[config.mk]
export PLATFORM = sky130hd
export DESIGN_NAME = ita_front
export DESIGN_NICKNAME = d
export VERILOG_FILES = /design/src/rtl/ita_pkg.sv /design/src/rtl/ita_front.sv
export SDC_FILE = /design/constraint.sdc
export NUM_CORES = 1
export LEC_CHECK = 0
export BUFFER_PORTS_ARGS = -buffer_cell sky130_fd_sc_hd__buf_2
export CORE_MARGIN = 4
export CORE_UTILIZATION = 34
export CTS_BUF_LIST = sky130_fd_sc_hd__clkbuf_16
export DETAILED_ROUTE_END_ITERATION = 16
export REMOVE_ABC_BUFFERS = 1
export SLEW_MARGIN = 5
export SYNTH_ARGS = -nofsm -noshare
export SYNTH_HDL_FRONTEND = slang
export SYNTH_SLANG_ARGS = --single-unit
[constraint.sdc]
create_clock -name clk -period 12.85 [get_ports clk]
set_clock_uncertainty 0.1 [all_clocks]
set_input_delay 3.2125 -clock clk [delete_from_list [all_inputs] [get_ports clk]]
set_output_delay 3.2125 -clock clk [all_outputs]
set_load 0.05 [all_outputs]
[src/rtl/ita_pkg.sv]
`timescale 1ns / 1ps
// ----------------------------------------------------------------------------
// ita_pkg
// Shared constants, register codes and types for the tilt/heading block.
// ----------------------------------------------------------------------------
package ita_pkg;

  // Samples are scaled by 2^GUARD before they enter the CORDIC.
  localparam int GUARD   = 6;
  localparam int TAB_LEN = 24;
  // Angle accumulator: 2^31 is pi, two spare bits for overshoot.
  localparam int ZW      = 34;
  localparam int CFG_IDX_W = 3;

  localparam logic signed [ZW-1:0] HALF_PI_Z = 34'sd1073741824;
  localparam logic signed [ZW-1:0] PI_Z      = 34'sd2147483648;

  // round(atan(2^-i) * 2^31 / pi)
  localparam logic [31:0] ATAN_TAB [TAB_LEN] = '{
    32'd536870912, 32'd316933406, 32'd167458907, 32'd85004756,
    32'd42667331,  32'd21354465,  32'd10679838,  32'd5340245,
    32'd2670163,   32'd1335087,   32'd667544,    32'd333772,
    32'd166886,    32'd83443,     32'd41722,     32'd20861,
    32'd10430,     32'd5215,      32'd2608,      32'd1304,
    32'd652,       32'd326,       32'd163,       32'd81
  };

  typedef enum logic [CFG_IDX_W-1:0] {
    REG_SENSOR_READY = 3'd0,
    REG_APPLY_BIAS   = 3'd1,
    REG_ACCEL_BIAS_X = 3'd2,
    REG_ACCEL_BIAS_Y = 3'd3,
    REG_ACCEL_BIAS_Z = 3'd4,
    REG_MAG_BIAS_X   = 3'd5,
    REG_MAG_BIAS_Y   = 3'd6
  } cfg_reg_t;

  typedef struct packed {
    logic full;
    logic nonempty;
  } q_stat_t;

endpackage

[src/rtl/ita_front.sv]
`timescale 1ns / 1ps
// ----------------------------------------------------------------------------
// ita_front
// Config registers, request intake, bias correction and saturation.
// ----------------------------------------------------------------------------
module ita_front import ita_pkg::*; #(
  parameter int SAMPLE_BITS = 16
) (
  input  logic                          clk,
  input  logic                          rst_n,
  input  logic                          cfg_we,
  input  logic [CFG_IDX_W-1:0]          cfg_index,
  input  logic [SAMPLE_BITS-1:0]        cfg_wdata,
  input  logic                          in_valid,
  output logic                          in_stall,
  input  logic signed [SAMPLE_BITS-1:0] in_accel_x,
  input  logic signed [SAMPLE_BITS-1:0] in_accel_y,
  input  logic signed [SAMPLE_BITS-1:0] in_accel_z,
  input  logic signed [SAMPLE_BITS-1:0] in_mag_x,
  input  logic signed [SAMPLE_BITS-1:0] in_mag_y,
  input  q_stat_t                       q_stat,
  output logic                          push,
  output logic [5*SAMPLE_BITS:0]        push_data
);

  localparam int S = SAMPLE_BITS;

  logic                ready_r, apply_r;
  logic signed [S-1:0] bias_r [5];
  logic                vld_r;
  logic [5*S:0]        data_r;
  logic                accept;
  logic signed [S-1:0] c0, c1, c2, c3, c4;

  function automatic logic signed [S-1:0] fix(input logic signed [S-1:0] a,
                                             input logic signed [S-1:0] b,
                                             input logic en);
    logic signed [S:0] d;
    d = {a[S-1], a} - {b[S-1], b};
    if (!en) begin
      fix = a;
    end else if (d[S] != d[S-1]) begin
      fix = d[S] ? {1'b1, {(S-1){1'b0}}} : {1'b0, {(S-1){1'b1}}};
    end else begin
      fix = d[S-1:0];
    end
  endfunction

  always_ff @(posedge clk) begin
    if (!rst_n) begin
      ready_r   <= 1'b0;
      apply_r   <= 1'b0;
      bias_r[0] <= '0;
      bias_r[1] <= '0;
      bias_r[2] <= '0;
      bias_r[3] <= '0;
      bias_r[4] <= '0;
    end else if (cfg_we) begin
      unique case (cfg_reg_t'(cfg_index))
        REG_SENSOR_READY: ready_r   <= cfg_wdata[0];
        REG_APPLY_BIAS:   apply_r   <= cfg_wdata[0];
        REG_ACCEL_BIAS_X: bias_r[0] <= cfg_wdata;
        REG_ACCEL_BIAS_Y: bias_r[1] <= cfg_wdata;
        REG_ACCEL_BIAS_Z: bias_r[2] <= cfg_wdata;
        REG_MAG_BIAS_X:   bias_r[3] <= cfg_wdata;
        REG_MAG_BIAS_Y:   bias_r[4] <= cfg_wdata;
        default: ;
      endcase
    end
  end

  assign c0 = fix(in_accel_x, bias_r[0], apply_r);
  assign c1 = fix(in_accel_y, bias_r[1], apply_r);
  assign c2 = fix(in_accel_z, bias_r[2], apply_r);
  assign c3 = fix(in_mag_x,   bias_r[3], apply_r);
  assign c4 = fix(in_mag_y,   bias_r[4], apply_r);

  assign push     = vld_r & ~q_stat.full;
  assign in_stall = vld_r & q_stat.full;
  assign accept   = in_valid & ~in_stall;

  always_ff @(posedge clk) begin
    if (!rst_n) begin
      vld_r <= 1'b0;
    end else if (accept) begin
      vld_r <= 1'b1;
    end else if (push) begin
      vld_r <= 1'b0;
    end
  end

  // Not ready: zero samples give zero angles, flag marks the result invalid.
  always_ff @(posedge clk) begin
    if (accept) begin
      if (ready_r) begin
        data_r <= {1'b1, c4, c3, c2, c1, c0};
      end else begin
        data_r <= '0;
      end
    end
  end

  assign push_data = data_r;

endmodule

# Word-level counts from Yosys, hierarchy flattened
# Memory sizes are Yosys's and may differ from the RTL's.
# Cells that the tools add are included.
# Widths: inputs -> output; s select.
# totals
reg_bits	84
mem_bits_rw	80
inputBits	105
wordCells	80
n_memories	1
# mem_list
name	depth	word_bits	read_ports	rd_clocked_by_memory_dff	write_ports	line_no	rtl
bias_r	5	16	5	0	5	ita_front.sv:29	logic signed [S-1:0] bias_r [5];
# op_classes
add_sub_neg	5
n_eq_ne	11
n_mux	44
n_bitwise	10
reduce_logical	4
# ops
op	count
$mux 16	20
$sub 16x16->17	5
$mux 81	1
$mux 1	23
$eq 3x3->1 const B	3
$eq 3x2->1 const B	2
$ne 1x1->1	5
$or 1x1->1	5
$reduce_and 2->1	2
$and 1x1->1	3
$eq 3x1->1 const B	1
$logic_not 3->1	1
$not 1->1	2
$reduce_bool 2->1	1

# Depth between registers and ports, before layout
# logic_depth
ltp_word	6
ltp_mapped	13
depth_no_buf	12

# Worst setup path after synthesis
# Ideal clock, no wire load.
# synth_timing
path_kind	input -> register
from	in q_stat[1] (netlist bit)
to	reg data_r[0], in the netlist push_data[0] (enable)
arrival_ns	7.191
required_time_ns	12.221
slack_ns	5.030
path_stages	2
n_path_buf	0
cell_sequence	and2_1 -> nor2b_1
# synth_between
elab_chain_cells	3
# synth_lines
item	line_no	rtl
start: declaration	ita_front.sv:21	input q_stat_t q_stat,
$and 1x1->1	ita_front.sv:79	assign in_stall = vld_r & q_stat.full;
$not 1->1	ita_front.sv:80	assign accept = in_valid & ~in_stall;
$and 1x1->1	ita_front.sv:80	
via accept	ita_front.sv:32	logic accept;
end signal: assignment	ita_front.sv:96	data_r <= {1'b1, c4, c3, c2, c1, c0};
end: declaration	ita_front.sv:31	logic [5*S:0] data_r;
# The timed path passes the listed nets, and every way through them passes these cells.
# A chain may end at the register's enable or synchronous reset.

# Worst setup path after layout
# layout_timing
from	in q_stat[1] (netlist bit)
to	out in_stall
# layout_between
elab_chain_cells	1
# layout_lines
item	line_no	rtl
$and 1x1->1	ita_front.sv:79	
end: declaration	ita_front.sv:15	output logic in_stall,
# Every way passes these cells.

==> flow_metrics.py <==
metrics = {
    "sta": {
        "rsz0062_at_grt": "no",
        "setup_viol": 0,
        "slew_viol_final": 0,
        "final_hold_viol_count": 0,
        "fmax_mhz": 140,
        "tns_ps": 0,
        "fin_crit_sh_pct": 55.5,
        "min_period_ps": 7140,
        "slew_headroom_pct": 35.9,
        "tightest_slew_ps": 958,
    },
    "global_route": {
        "grt_max_degree": 84,
        "gr-total-overflow": 0,
        "antenna_found_initial": 11,
        "grt.total_usage_pct": 17.3,
        "grt_pass1_wl_um": 47300,
        "grt_pass1_vias": 8602,
    },
    "clocking": {
        "numCtsBuffers": 17,
        "clock_insertion_delay_worst_skew_ps": 430,
        "clkTransAtPathRegs_ps": 60,
        "cts_tree": "built",
        "htree_levels": 4,
        "cts.root.buffer_cell": "clkbuf_16",
        "hold_buffers": 0,
        "cts_setup_buffers": 0,
        "clock_sinks": 164,
        "clk_path_buf_depth": 2,
        "cts-resized-gates": 0,
    },
    "setup_path": {
        "cp_cell_sequence": "buf_2 -> and2_1 -> buf_2",
        "criticalPathCategory": "primary input to output pin",
        "end_kind": "output pin",
        "r2r_setup_slack_ps": 9170,
        "cp.arrival_ps": 3820,
        "worst_path_max_delay_cell": "buf_2",
        "startpoint_type": "primary input",
        "cp_max_fo": 3,
        "slowest_delay_ps": 300,
        "critical_path.most_common_cell": "buf_2",
        "critPathRequiredTime_ps": 9540,
    },
    "hold_path": {
        "hold_class": "flip-flop to flip-flop",
    },
    "detailed_routing": {
        "avgRoutedWirePerCell_um": 18.1,
        "drt_pre_antenna_iters": 5,
        "viasPerCell": 5.20,
        "drc": 0,
        "postRouteWirelength_um": 30300,
        "drt_iter0_drc": 457,
        "ant_nets": 0,
        "vias": 8693,
    },
    "power": {
        "sw_frac_of_total_pct": 32.0,
        "p_seq_share_pct": 38.3,
        "power_frac_comb_pct": 29.0,
        "vdd_drop_max_mv": 0.0820,
        "p_total_mw": 1.66,
        "power_switching_mw": 0.530,
        "p_int_mw": 1.13,
        "p_per_area_nw_per_um2": 129,
        "leakagePower_nw": 5.42,
        "clkPwrFrac_pct": 32.7,
    },
    "logic_synthesis": {
        "synth_flop_cell": "edfxtp_1",
        "synthArstFlopShare_pct": 0,
        "synth_commonest_cells": "161 x edfxtp_1, 145 x a21oi_1, 129 x o21ai_0",
        "synthCells": 1084,
        "syn-cell-area_um2": 10900,
        "synth.most_common_cell": "edfxtp_1",
        "seq_area_frac_synth_pct": 45.1,
        "synthTopCellsByArea": "edfxtp_1 45%, ha_1 9.2%, a21oi_1 6.7%",
        "yosys_warnings": 0,
        "yosysUniqueCellTypes": 68,
        "ys_ff_latch": 164,
        "yosysTopAreaCellShare_pct": 44.5,
        "syn_area_per_cell_um2": 10.0,
        "synth_top_cell_by_area": "edfxtp_1",
        "synth-edff-count": 161,
    },
    "die": {
        "die_area_um2": 34800,
        "fp.dieW_um": 187,
        "rows": 65,
        "ios": 188,
        "die_height_um": 187,
        "initial_utilization_pct": 34.4,
        "core_um2": 31600,
    },
    "cells_and_area": {
        "area_delta_synth_final_pct": 18.0,
        "drive_gt1_share_pct": 18.7,
        "num-nets-final": 1446,
        "n_fill_cell": 3105,
    },
    "place": {
        "gp_congestion": 0.855,
        "dp_hpwl_um": 21400,
        "portBuffers": 186,
    },
    "flow_run": {
        "drv_cap": 0,
    },
    "outcome": {
        "status": "complete, no violations",
    },
}
[power groups by stage]
stage,clock network (mW),registers [mW],logic [mW]
after CTS,0.553,0.635,0.480
after detailed placement,0,0.647,0.476
after floorplan,0,0.693,0.313
after global routing,0.575,0.639,0.532
final,0.542,0.635,0.480
after global placement,0,0.646,0.471
[cells by family after synthesis]
family          count (synthesis)  synth area share (%)
mux                             4                 0.369
fa+ha+maj                     134                  14.7
compound gates                381                  20.6
simple gates                  198                  9.23
xor+xnor                       58                  4.85
flops                         164                  45.1
buf+inv                       145                  5.23
[layout by cell type, fill, tap and decap left out, types with 5 or more instances in the layout]
master,n
buf_2,186
edfxtp_1,161
a21oi_1,145
o21ai_0,124
inv_1,109
ha_1,80
nand2_1,52
maj3_1,49
nor2_1,43
xnor2_1,35
a21o_1,26
and2_1,22
xor2_1,21
nor2b_1,19
clkbuf_16,17
nand2b_1,14
a31oi_1,11
nand3_1,11
nor3_1,10
o21a_1,9
and3_1,8
buf_4,7
o21ai_1,6
o21bai_1,5
fa_1,5
[worst max-delay path, delay by kind of cell]
family                 cells  cell delay, ps
AND/OR/NAND/NOR            1             220
buffers and inverters      2             380
[area by class of cell]
class / instances / area, µm² / share of cell area (%)
multi-input combinational: 775 / 5420 / 42.3
sequential: 164 / 4900 / 38.3
timing repair buffer: 193 / 983 / 7.68
tap: 402 / 503 / 3.93
clock buffer: 17 / 425 / 3.32
inverter: 105 / 394 / 3.08
clock inverter: 13 / 170 / 1.33
antenna: 4 / 10.0 / 0.0782
[per-layer routing]
layer	global-route usage (%)	share of wire (%)
met5	0	0.18
met4	5.46	2.0
met3	4.13	5.6
met2	28.3	46
met1	22.7	46
[flip-flops by register name, indices dropped and copies added (netlist names)]
| name | cells |
|---|---|
| push_data | 81 |
| bias_r | 80 |
| apply_r | 1 |
| ready_r | 1 |
| vld_r | 1 |
[through the flow]
step / hold slack (ps) / area (µm²) / std cells / utilization, % / worst slack, ps
after global placement: 592 / 12200 / 1639 / 38.7 / 5710
after CTS: 618 / 12800 / 1669 / 40.5 / 5700
final: 615 / 12800 / 1673 / 40.6 / 5710
after global routing: 675 / 12800 / 1672 / 40.6 / 5650
after detailed placement: 600 / 12200 / 1639 / 38.7 / 5700
after floorplan: 683 / 10700 / 1044 / - / 5030
[final timing paths]
kind	startpoint	endpoint	cells past startpoint
worst max-delay path	q_stat[1]	in_stall	3
worst min-delay path	vld_r	vld_r	2
worst max register to register	bias_r[0][64]	push_data[77]	11
worst min register to register	vld_r	vld_r	2
(Power assumes the default switching activity.)
