[src/rtl/ita_pkg.sv]
`timescale 1ns / 1ps
// ----------------------------------------------------------------------------
// ita_pkg
// Shared constants, register codes and types for the tilt/heading block.
// ----------------------------------------------------------------------------
package ita_pkg;

  // Samples are scaled by 2^GUARD before they enter the CORDIC.
  localparam int GUARD   = 6;
  localparam int TAB_LEN = 24;
  // Angle accumulator: 2^31 is pi, two spare bits for overshoot.
  localparam int ZW      = 34;
  localparam int CFG_IDX_W = 3;

  localparam logic signed [ZW-1:0] HALF_PI_Z = 34'sd1073741824;
  localparam logic signed [ZW-1:0] PI_Z      = 34'sd2147483648;

  // round(atan(2^-i) * 2^31 / pi)
  localparam logic [31:0] ATAN_TAB [TAB_LEN] = '{
    32'd536870912, 32'd316933406, 32'd167458907, 32'd85004756,
    32'd42667331,  32'd21354465,  32'd10679838,  32'd5340245,
    32'd2670163,   32'd1335087,   32'd667544,    32'd333772,
    32'd166886,    32'd83443,     32'd41722,     32'd20861,
    32'd10430,     32'd5215,      32'd2608,      32'd1304,
    32'd652,       32'd326,       32'd163,       32'd81
  };

  typedef enum logic [CFG_IDX_W-1:0] {
    REG_SENSOR_READY = 3'd0,
    REG_APPLY_BIAS   = 3'd1,
    REG_ACCEL_BIAS_X = 3'd2,
    REG_ACCEL_BIAS_Y = 3'd3,
    REG_ACCEL_BIAS_Z = 3'd4,
    REG_MAG_BIAS_X   = 3'd5,
    REG_MAG_BIAS_Y   = 3'd6
  } cfg_reg_t;

  typedef struct packed {
    logic full;
    logic nonempty;
  } q_stat_t;

endpackage

[src/rtl/ita_queue.sv]
`timescale 1ns / 1ps
// ----------------------------------------------------------------------------
// ita_queue
// Four-entry queue between intake and the angle pipeline.
// ----------------------------------------------------------------------------
module ita_queue import ita_pkg::*; #(
  parameter int DW = 81
) (
  input  logic          clk,
  input  logic          rst_n,
  input  logic          push,
  input  logic [DW-1:0] push_data,
  input  logic          pop,
  output logic [DW-1:0] pop_data,
  output q_stat_t       stat
);

  localparam int QD = 4;
  localparam int PW = $clog2(QD);

  logic [DW-1:0] mem_r [QD];
  logic [PW-1:0] wr_ptr_r, rd_ptr_r;
  logic [PW:0]   cnt_r;

  always_ff @(posedge clk) begin
    if (push) begin
      mem_r[wr_ptr_r] <= push_data;
    end
  end

  always_ff @(posedge clk) begin
    if (!rst_n) begin
      wr_ptr_r <= '0;
      rd_ptr_r <= '0;
      cnt_r    <= '0;
    end else begin
      if (push) wr_ptr_r <= wr_ptr_r + 1'b1;
      if (pop)  rd_ptr_r <= rd_ptr_r + 1'b1;
      case ({push, pop})
        2'b10:   cnt_r <= cnt_r + 1'b1;
        2'b01:   cnt_r <= cnt_r - 1'b1;
        default: cnt_r <= cnt_r;
      endcase
    end
  end

  assign pop_data      = mem_r[rd_ptr_r];
  assign stat.full     = (cnt_r == (PW+1)'(QD));
  assign stat.nonempty = (cnt_r != '0);

`ifndef SYNTHESIS
  a_no_overflow: assert property (@(posedge clk) disable iff (!rst_n)
    push |-> !stat.full) else $error("queue push while full");
  a_no_underflow: assert property (@(posedge clk) disable iff (!rst_n)
    pop |-> stat.nonempty) else $error("queue pop while empty");
  a_count_bound: assert property (@(posedge clk) disable iff (!rst_n)
    cnt_r <= (PW+1)'(QD)) else $error("queue count out of range");
`endif

endmodule

[config.mk]
export PLATFORM = sky130hd
export DESIGN_NAME = ita_queue
export DESIGN_NICKNAME = d
export VERILOG_FILES = /design/src/rtl/ita_pkg.sv /design/src/rtl/ita_queue.sv
export SDC_FILE = /design/constraint.sdc
export NUM_CORES = 1
export LEC_CHECK = 0
export BUFFER_PORTS_ARGS = -buffer_cell sky130_fd_sc_hd__buf_2
export CORE_MARGIN = 2
export CORE_UTILIZATION = 35
export CTS_CLUSTER_SIZE = 12
export DETAILED_ROUTE_END_ITERATION = 16
export GPL_TIMING_DRIVEN = 0
export PLACE_DENSITY = 0.65
export SETUP_SLACK_MARGIN = 0.3
export SYNTH_ARGS = -nofsm -noshare
export SYNTH_HDL_FRONTEND = slang
export SYNTH_SLANG_ARGS = --single-unit
[constraint.sdc]
create_clock -name clk -period 4.25 [get_ports clk]
set_clock_uncertainty 0.2 [all_clocks]
set_input_delay 0.6375 -clock clk [delete_from_list [all_inputs] [get_ports clk]]
set_output_delay 0.6375 -clock clk [all_outputs]
set_load 0.1 [all_outputs]
Yosys cells after proc, flatten, opt, wreduce, memory -nomap -nowiden --
Memories as Yosys holds them, arrays and structs flattened. A register that Yosys moved wholly into a read port is not among the register bits. Index checks and enable logic that the tools add are counted.
Cells by class: $add $sub $neg 4, multiply operators 0, div/mod/pow operators 0, $lt $le $gt $ge 0, eq/ne operators 3, shifts and indexed selects 0, multiplexer cells 5, bitwise operators 0, reductions and logical operators 2
Operators by type and width (count):
- 3-bit case mux with 2 select lines | 1
- 2-bit by 1-bit adder with 2-bit output (second input constant) | 2
- 2-bit 2-to-1 mux | 2
- 3-bit by 1-bit adder with 3-bit output (second input constant) | 1
- 3-bit == test (second input constant) | 1
- 3-bit nonzero test | 1
- 3-bit by 1-bit subtractor with 3-bit output (second input constant) | 1
- 2-bit by 1-bit == test with 1-bit output (second input constant) | 1
- 2-bit == test (second input constant) | 1
- 1-bit 2-to-1 mux | 2
- 2-bit nonzero test | 1
Storage, ports and cells: register bits 7, bits in latches 0, RAM bits 324, bits in read-only memories 0, input bits 85, memories kept 1
Memories:
- mem_r | depth 4, bits a word 81, rd ports 1, clocked after Yosys merged registers in 1, write ports 1, line ita_queue.sv:21 | logic [DW-1:0] mem_r [QD];

Longest topological paths before layout --
Gate-level depths: netlist of run 1.
depth in word-level cells 3, gate-level depth with buffers 7, depth with buffers taken out 7

Worst setup path after synthesis of run 1 --
Ideal clock, no wire load.
path kind input port to flip-flop, start point in push, end point mem mem_r[0][0], enable pin, library setup time 0.448 ns, arrival time 2.523 ns, slack 1.079 ns, stages on the path 1, cell sequence and2_1
On the way: cells in the longest elaborated chain, start to end 2
RTL lines:
- start: declaration | line ita_queue.sv:11 | input logic push,
- 1-bit 2-to-1 mux | line ita_queue.sv:26 | if (push) begin
- 1-bit 2-to-1 mux (not written as such) | line ita_queue.sv:27 | mem_r[wr_ptr_r] <= push_data;
- end: declaration | line ita_queue.sv:21
No other way between the ends.

==> results.json, run 1 <==
{
  "outcome": "completed",
  "setup.worst_path.start_class": "flip-flop",
  "gr-total-overflow": 0,
  "p_clk_share_pct": 34.3,
  "detail_route.wirelength_mm": 22.8,
  "postSynthRegisterBits": 333,
  "die_height_um": 191,
  "setup_slack_ns": 0.889,
  "power-per-cell-area_nw_per_um2": 553,
  "ios": 168,
  "worst-slew-pin-transition_ns": 0.854,
  "cts_max_path_buffers": 3,
  "drt-vias-per-instance": 4.71,
  "finalHoldViolCount": 0,
  "area_growth_pct": 21.0,
  "final_cell_count_no_fill": 1152,
  "achievable-frequency_mhz": 298,
  "critical_path_s_largest_stage_delay_ns": 0.57,
  "route.detailed.wl_per_inst_um": 19.8,
  "clk_pin_slew_worst_setup_hold_paths_ns": 0.06,
  "fillers": 3025,
  "max-slew-margin-rel_pct": 43.0,
  "total_power_mw": 8.18,
  "core_um2": 34500,
  "layout-drive-gt1-share_pct": 45.7,
  "unrepaired_setup_endpoints_after_global_routing": "false",
  "dp.cells": 1095,
  "final_core_util_pct": 42.9,
  "cp.arrival_ns": 2.52,
  "cell_occurring_most_often_along_the_worst_timing_path": "buf_2",
  "post_cts.resized_instances": 0,
  "grt_start_max_net_pins": 53,
  "total_leakage_power_nw": 4.96,
  "cts_root_buf": "clkbuf_16",
  "die_w_um": 191,
  "timing.final.max_slew_violations": 0,
  "cp_max_fo": 10,
  "rows": 68,
  "die_area_um2": 36400,
  "clk-insertion-delay-late_ns": 0.50,
  "synthesis.instances": 469,
  "power_switching_share_pct": 29.3,
  "clkSinkCount": 333,
  "place_congestion": 0.663,
  "switchingPower_mw": 2.40,
  "nNetsFinal": 769,
  "detail_route.first_pass.iterations": 4,
  "dpl-instance-area_um2": 13700,
  "hold_path_class": "input pin to flip-flop",
  "critical_path_cell_sequence": "clkbuf_1 -> buf_2 -> mux4_2 -> buf_2",
  "setup_fix_bufs_post_cts": 0,
  "worstPathRequired_ns": 3.41,
  "portion_of_total_power_attributed_to_combinational_logic_pct": 19.2,
  "vias_in_the_first_global_route": 5921,
  "ctsHoldBuffers": 0,
  "grt_usage_pct": 12.8,
  "finalCriticalPeriod_ns": 3.36,
  "ant_nets": 0,
  "layout_worst_path_cycle_share_pct": 79.1,
  "setup_total_negative_slack_ns": 0,
  "drt_iter0_drc": 287,
  "grt_pass1_wl_mm": 34.8,
  "syn-cell-area_um2": 12200,
  "buffer_ports.inserted": 167,
  "yosys_warnings": 0,
  "detail_route.drc_violations": 0,
  "synth_area_per_cell_um2": 26.1,
  "start_util_pct": 35.5,
  "hpwl_mm": 14.0,
  "worst-setup-path-type": "flip-flop to primary output",
  "vdd_drop_max_v": 0.000391,
  "setup.worst_path.end_class": "primary output",
  "layout.cell_area.non_filler_um2": 14800,
  "slowest_stage": "clkbuf_1",
  "cts_tree": "yes",
  "cap_violations": 0,
  "internal-power_mw": 5.78,
  "critical_path_buf_inv_count": 3,
  "clock_tree.htree_level_count": 2,
  "dpl_worst_slack_ns": 1.35,
  "sequentialPowerShare_pct": 46.5,
  "number_of_buffers_inserted_during_clock_tree_synthesis": 36,
  "hold_ws_ns": 0.145,
  "dr_total_vias": 5424,
  "total_nets_after_synthesis": 560,
  "grt_antenna_before_repair": 1,
  "number_of_different_library_cells_in_the_post_synthesis_netlist": 20,
  "synth_sequential_area_ratio_pct": 81.1,
  "cpLargestDelayFamily": "buffers and inverters",
  "count_of_final_setup_violators": 0
}
==> power groups by stage <==
stage               sequential (mW)  clock, mW  combinational, mW
floorplan                      3.87          0               1.29
global placement               3.89          0               1.57
detailed placement             3.87          0               1.59
CTS                            3.81       2.91               1.59
global route                   3.82       3.02               1.64
finish                         3.80       2.80               1.57
==> flip-flops by register name, indices dropped and copies added, names as in the netlist, named ones only <==
signal	flops
mem_r	324
cnt_r	3
rd_ptr_r	2
wr_ptr_r	2
==> kinds of logic (layout without fill, tap and decap cells) <==
group	count (synthesis)	in the layout	synth area share, %
flops	333	333	81.1
mux	82	82	15.0
buf+inv	24	251	1.95
simple gates	16	16	0.778
fa+ha+maj	6	6	0.676
xor+xnor	5	5	0.358
compound gates	3	3	0.143
other cells	0	1	0
==> routing by layer <==
layer  vias to the layer above  global-route usage, %  wire length, um
li1                       2424                      -                -
met1                      2817                   16.3             9490
met2                       149                   21.2            11400
met3                        32                   3.57             1370
met4                         2                   4.14              504
met5                         -                      0               13
==> cells in the final DEF, fill, tap and decap left out, types with 2 or more instances in the layout <==
cell type	instances
ha_1	5
nand2_1	2
or3_1	2
inv_1	6
clkbuf_8	2
dfxtp_1	9
mux4_2	81
xor2_1	3
clkinv_1	5
o21ai_0	2
xnor2_1	2
clkbuf_1	7
buf_2	175
and2_4	4
edfxtp_1	324
clkinv_2	4
buf_16	2
and2_1	6
clkbuf_16	37
buf_12	10
==> area by class of cell <==
cell class | instances | area [um^2] | area share (%)
diodes | 1 | 2.50 | 0.0169
multi-input cells | 112 | 2080 | 14.1
clock buffers | 45 | 976 | 6.60
inverters | 6 | 22.5 | 0.152
well taps | 455 | 569 | 3.85
repair buffers | 171 | 931 | 6.30
plain buffers | 18 | 215 | 1.46
clock inverters | 11 | 76.3 | 0.516
flip-flops and latches | 333 | 9910 | 67.0
==> cell usage after synthesis <==
cell	count	area (um^2)
edfxtp_1	324	9730
mux4_2	81	1820
and2_1	10	62.6
dfxtp_1	9	180
buf_12	8	160
buf_2	8	40.0
inv_1	6	22.5
ha_1	5	62.6
xor2_1	3	26.3
nand2_1	2	7.51
o21ai_0	2	10.0
or3_1	2	12.5
xnor2_1	2	17.5
a21boi_0	1	7.51
and3_1	1	6.26
buf_6	1	11.3
clkbuf_1	1	3.75
fa_1	1	20.0
mux2i_1	1	10.0
nor2b_1	1	6.26
==> worst paths after layout <==
kind                                                from                     end  slack [ns]  cells after the start
worst max-delay path                           flip-flop            pop_data[28]        0.89                      4
worst min-delay path                       push_data[76]  mem_r[3][76]$_DFFE_PP_        0.14                      1
worst max register to register  wr_ptr_r[0]$_SDFFE_PN0P_  mem_r[2][10]$_DFFE_PP_        2.12                      4
worst min register to register     cnt_r[2]$_SDFFE_PN0P_   cnt_r[2]$_SDFFE_PN0P_        0.31                      2
Note: power is estimated with default switching activity, not from simulation.
==> run 2: changes to the inputs <==
Clock period 4.25 ns to 3.2 ns, I/O delays scaled along.
==> run 2 against run 1 <==
Register-to-register slack lost 0.97 ns; non-clock buffer count rose by 81; highest routed layer is now met4; cell count increased by 7.4%; critical path type unchanged; utilization rose by 2.6 points; first-iteration DRC count grew 3.1%; critical endpoint is now pop_data[33]; largest cell class unchanged.
==> results.json, run 2 (synthesized netlist as in run 1, its figures left out) <==
{
  "outcome": "completed",
  "start_util_pct": 35.5,
  "detail_route.drc_violations": 0,
  "dp.cells": 1095,
  "grt_antenna_before_repair": 0,
  "ant_nets": 0,
  "detail_route.wirelength_mm": 23.1,
  "cts_max_path_buffers": 3,
  "rrSetupSlack_ns": 1.15,
  "power-per-cell-area_nw_per_um2": 696,
  "hold-path-endpoint": "cnt_r[1]$_SDFFE_PN0P_",
  "use_met2_pct": 21.8,
  "sequential_cell_area_um2": 9910,
  "grt_start_max_net_pins": 48,
  "total_leakage_power_nw": 5.33,
  "hpwl_mm": 13.7,
  "clk_pin_slew_worst_setup_hold_paths_ns": 0.06,
  "cts_tree": "yes",
  "timing.final.max_slew_violations": 0,
  "worstReg2RegStart": "wr_ptr_r[0]$_SDFFE_PN0P_",
  "worst_hold_startpoint": "rst_n",
  "max_flop_register": "mem_r",
  "fillers": 2902,
  "layout_worst_path_cycle_share_pct": 87.2,
  "number_of_buffers_inserted_during_clock_tree_synthesis": 36,
  "max_reg_flops": 324,
  "multiInputGateArea_um2": 2080,
  "worst-slew-pin-transition_ns": 0.720,
  "clock_tree.htree_level_count": 2,
  "portion_of_total_power_attributed_to_combinational_logic_pct": 20.2,
  "setup.worst_path.end_class": "primary output",
  "hold_path_class": "input pin to flip-flop",
  "drt_iter0_drc": 296,
  "grt.met3_usage_pct": 3.11,
  "route.detailed.wl_per_inst_um": 18.7,
  "grt_usage_pct": 12.9,
  "timing.hold.worst_path_depth": 2,
  "layout-drive-gt1-share_pct": 40.3,
  "finalCriticalPeriod_ns": 2.79,
  "cap_violations": 0,
  "vias_in_the_first_global_route": 6159,
  "rows": 68,
  "nNetsFinal": 850,
  "grt_pass1_wl_mm": 35.1,
  "sequentialPowerShare_pct": 46.3,
  "gr-total-overflow": 0,
  "global_route.peak_usage_layer": "met2",
  "max-slew-margin-rel_pct": 52.0,
  "setup.worst_path.start_class": "flip-flop",
  "die_height_um": 191,
  "drt-vias-per-instance": 4.60,
  "worstPathRequired_ns": 2.52,
  "critical_path_cell_sequence": "buf_6 -> buf_12 -> mux4_2 -> buf_2",
  "dr_total_vias": 5685,
  "slowest_stage": "mux4_2",
  "clk-insertion-delay-late_ns": 0.51,
  "worstReg2RegEnd": "mem_r[3][27]$_DFFE_PP_",
  "met1_track_demand_over_resource_in_global_routing_pct": 16.4,
  "layout.cells.most_common_list": "324 x edfxtp_1, 136 x buf_2, 81 x mux4_2, 81 x dlygate4sd3_1, 37 x clkbuf_16",
  "p_clk_share_pct": 33.5,
  "switchingPower_mw": 3.23,
  "count_of_final_setup_violators": 0,
  "vdd_drop_max_v": 0.000435,
  "critical_path_s_largest_stage_delay_ns": 0.51,
  "place_congestion": 0.667,
  "reg.largest.list": "mem_r: 324 flops, cnt_r: 3 flops",
  "clkSinkCount": 333,
  "cts_root_buf": "clkbuf_16",
  "die_area_um2": 36400,
  "die_w_um": 191,
  "setup_fix_bufs_post_cts": 0,
  "cp.arrival_ns": 2.11,
  "layout.cells.most_common": "edfxtp_1",
  "unrepaired_setup_endpoints_after_global_routing": "false",
  "cp_max_fo": 10,
  "achievable-frequency_mhz": 358,
  "buffer_ports.inserted": 167,
  "finalHoldViolCount": 0,
  "setup_total_negative_slack_ns": 0,
  "detail_route.first_pass.iterations": 4,
  "n_antenna_cell": 0,
  "worst-setup-path-type": "flip-flop to primary output",
  "core_um2": 34500,
  "ios": 168,
  "final_cell_count_no_fill": 1237,
  "worstRegToRegCells": 3,
  "area_growth_pct": 28.4,
  "internal-power_mw": 7.69,
  "power_switching_share_pct": 29.6
}
==> run 2: changes by cell type in the layout (fill, tap and decap cells not counted), moves of 2 or more <==
cell,change
clkbuf_1,+3
buf_16,+2
dlygate4sd3_1,+81
buf_4,+34
inv_6,+2
buf_12,-2
buf_2,-39
clkinv_1,+5
clkbuf_8,-2
clkbuf_4,+6
clkinv_2,-3
==> run 2: power by group through the flow <==
stage / registers, mW / logic [mW] / clock network (mW)
finish: 5.05 / 2.21 / 3.66
global route: 5.07 / 2.30 / 3.98
CTS: 5.05 / 2.24 / 3.80
detailed placement: 5.15 / 2.11 / 0
global placement: 5.15 / 2.08 / 0
floorplan: 5.13 / 1.72 / 0
==> run 2: how the worst max path moves through the flow <==
stage	start	to	slack [ns]	cells after the start
5_1_grt	flip-flop	pop_data[42]	0.30	4
3_5_place_dp	flip-flop	pop_data[77]	0.34	4
3_3_place_gp	push	mem_r[3][32]$_DFFE_PP_	0.0005	2
4_1_cts	flip-flop	pop_data[7]	0.34	4
6_report	flip-flop	pop_data[33]	0.41	4
2_1_floorplan	wr_ptr_r[0]$_SDFFE_PN0P_	mem_r[2][0]$_DFFE_PP_	1.01	3
==> run 2: per-stage QoR <==
stage	hold WS [ns]	worst slack (ns)	utilization, %	cell area [um^2]	total power, mW
floorplan	0.268	1.01	-	12200	6.86
global placement	0.294	0.000524	39.6	13600	7.23
detailed placement	0.333	0.341	39.9	13700	7.26
CTS	0.0362	0.337	45.5	15700	11.1
global route	0.0601	0.300	45.5	15700	11.3
finish	0.0644	0.409	45.5	15700	10.9
==> run 2: area by class of cell <==
type | count | area share [%]
Sequential cell | 333 | 63.2
Multi-Input combinational cell | 112 | 13.3
Timing Repair Buffer | 252 | 11.8
Clock buffer | 47 | 6.14
Tap cell | 455 | 3.63
Buffer | 18 | 1.40
Clock inverter | 14 | 0.439
Inverter | 6 | 0.144
==> run 2: what timing repair did <==
item,4_1_cts,5_1_grt
endpoints found under the setup margin,81,5
hold endpoints to repair,324,0
hold buffers,81,0
resized for setup,36,5
==> run 2: worst max-delay path: cells and delay by family (launching register included) <==
family	cells	cell delay [ns]
buffers and inverters	3	0.75
flip-flops	1	0.32
multiplexers	1	0.51
==> run 2: layer usage <==
| metal | vias to the layer above | share of wire [%] |
|---|---|---|
| li1 | 2583 | - |
| met1 | 2933 | 42 |
| met2 | 129 | 50 |
| met3 | 40 | 5.2 |
| met4 | 0 | 1.9 |
| met5 | - | 0 |
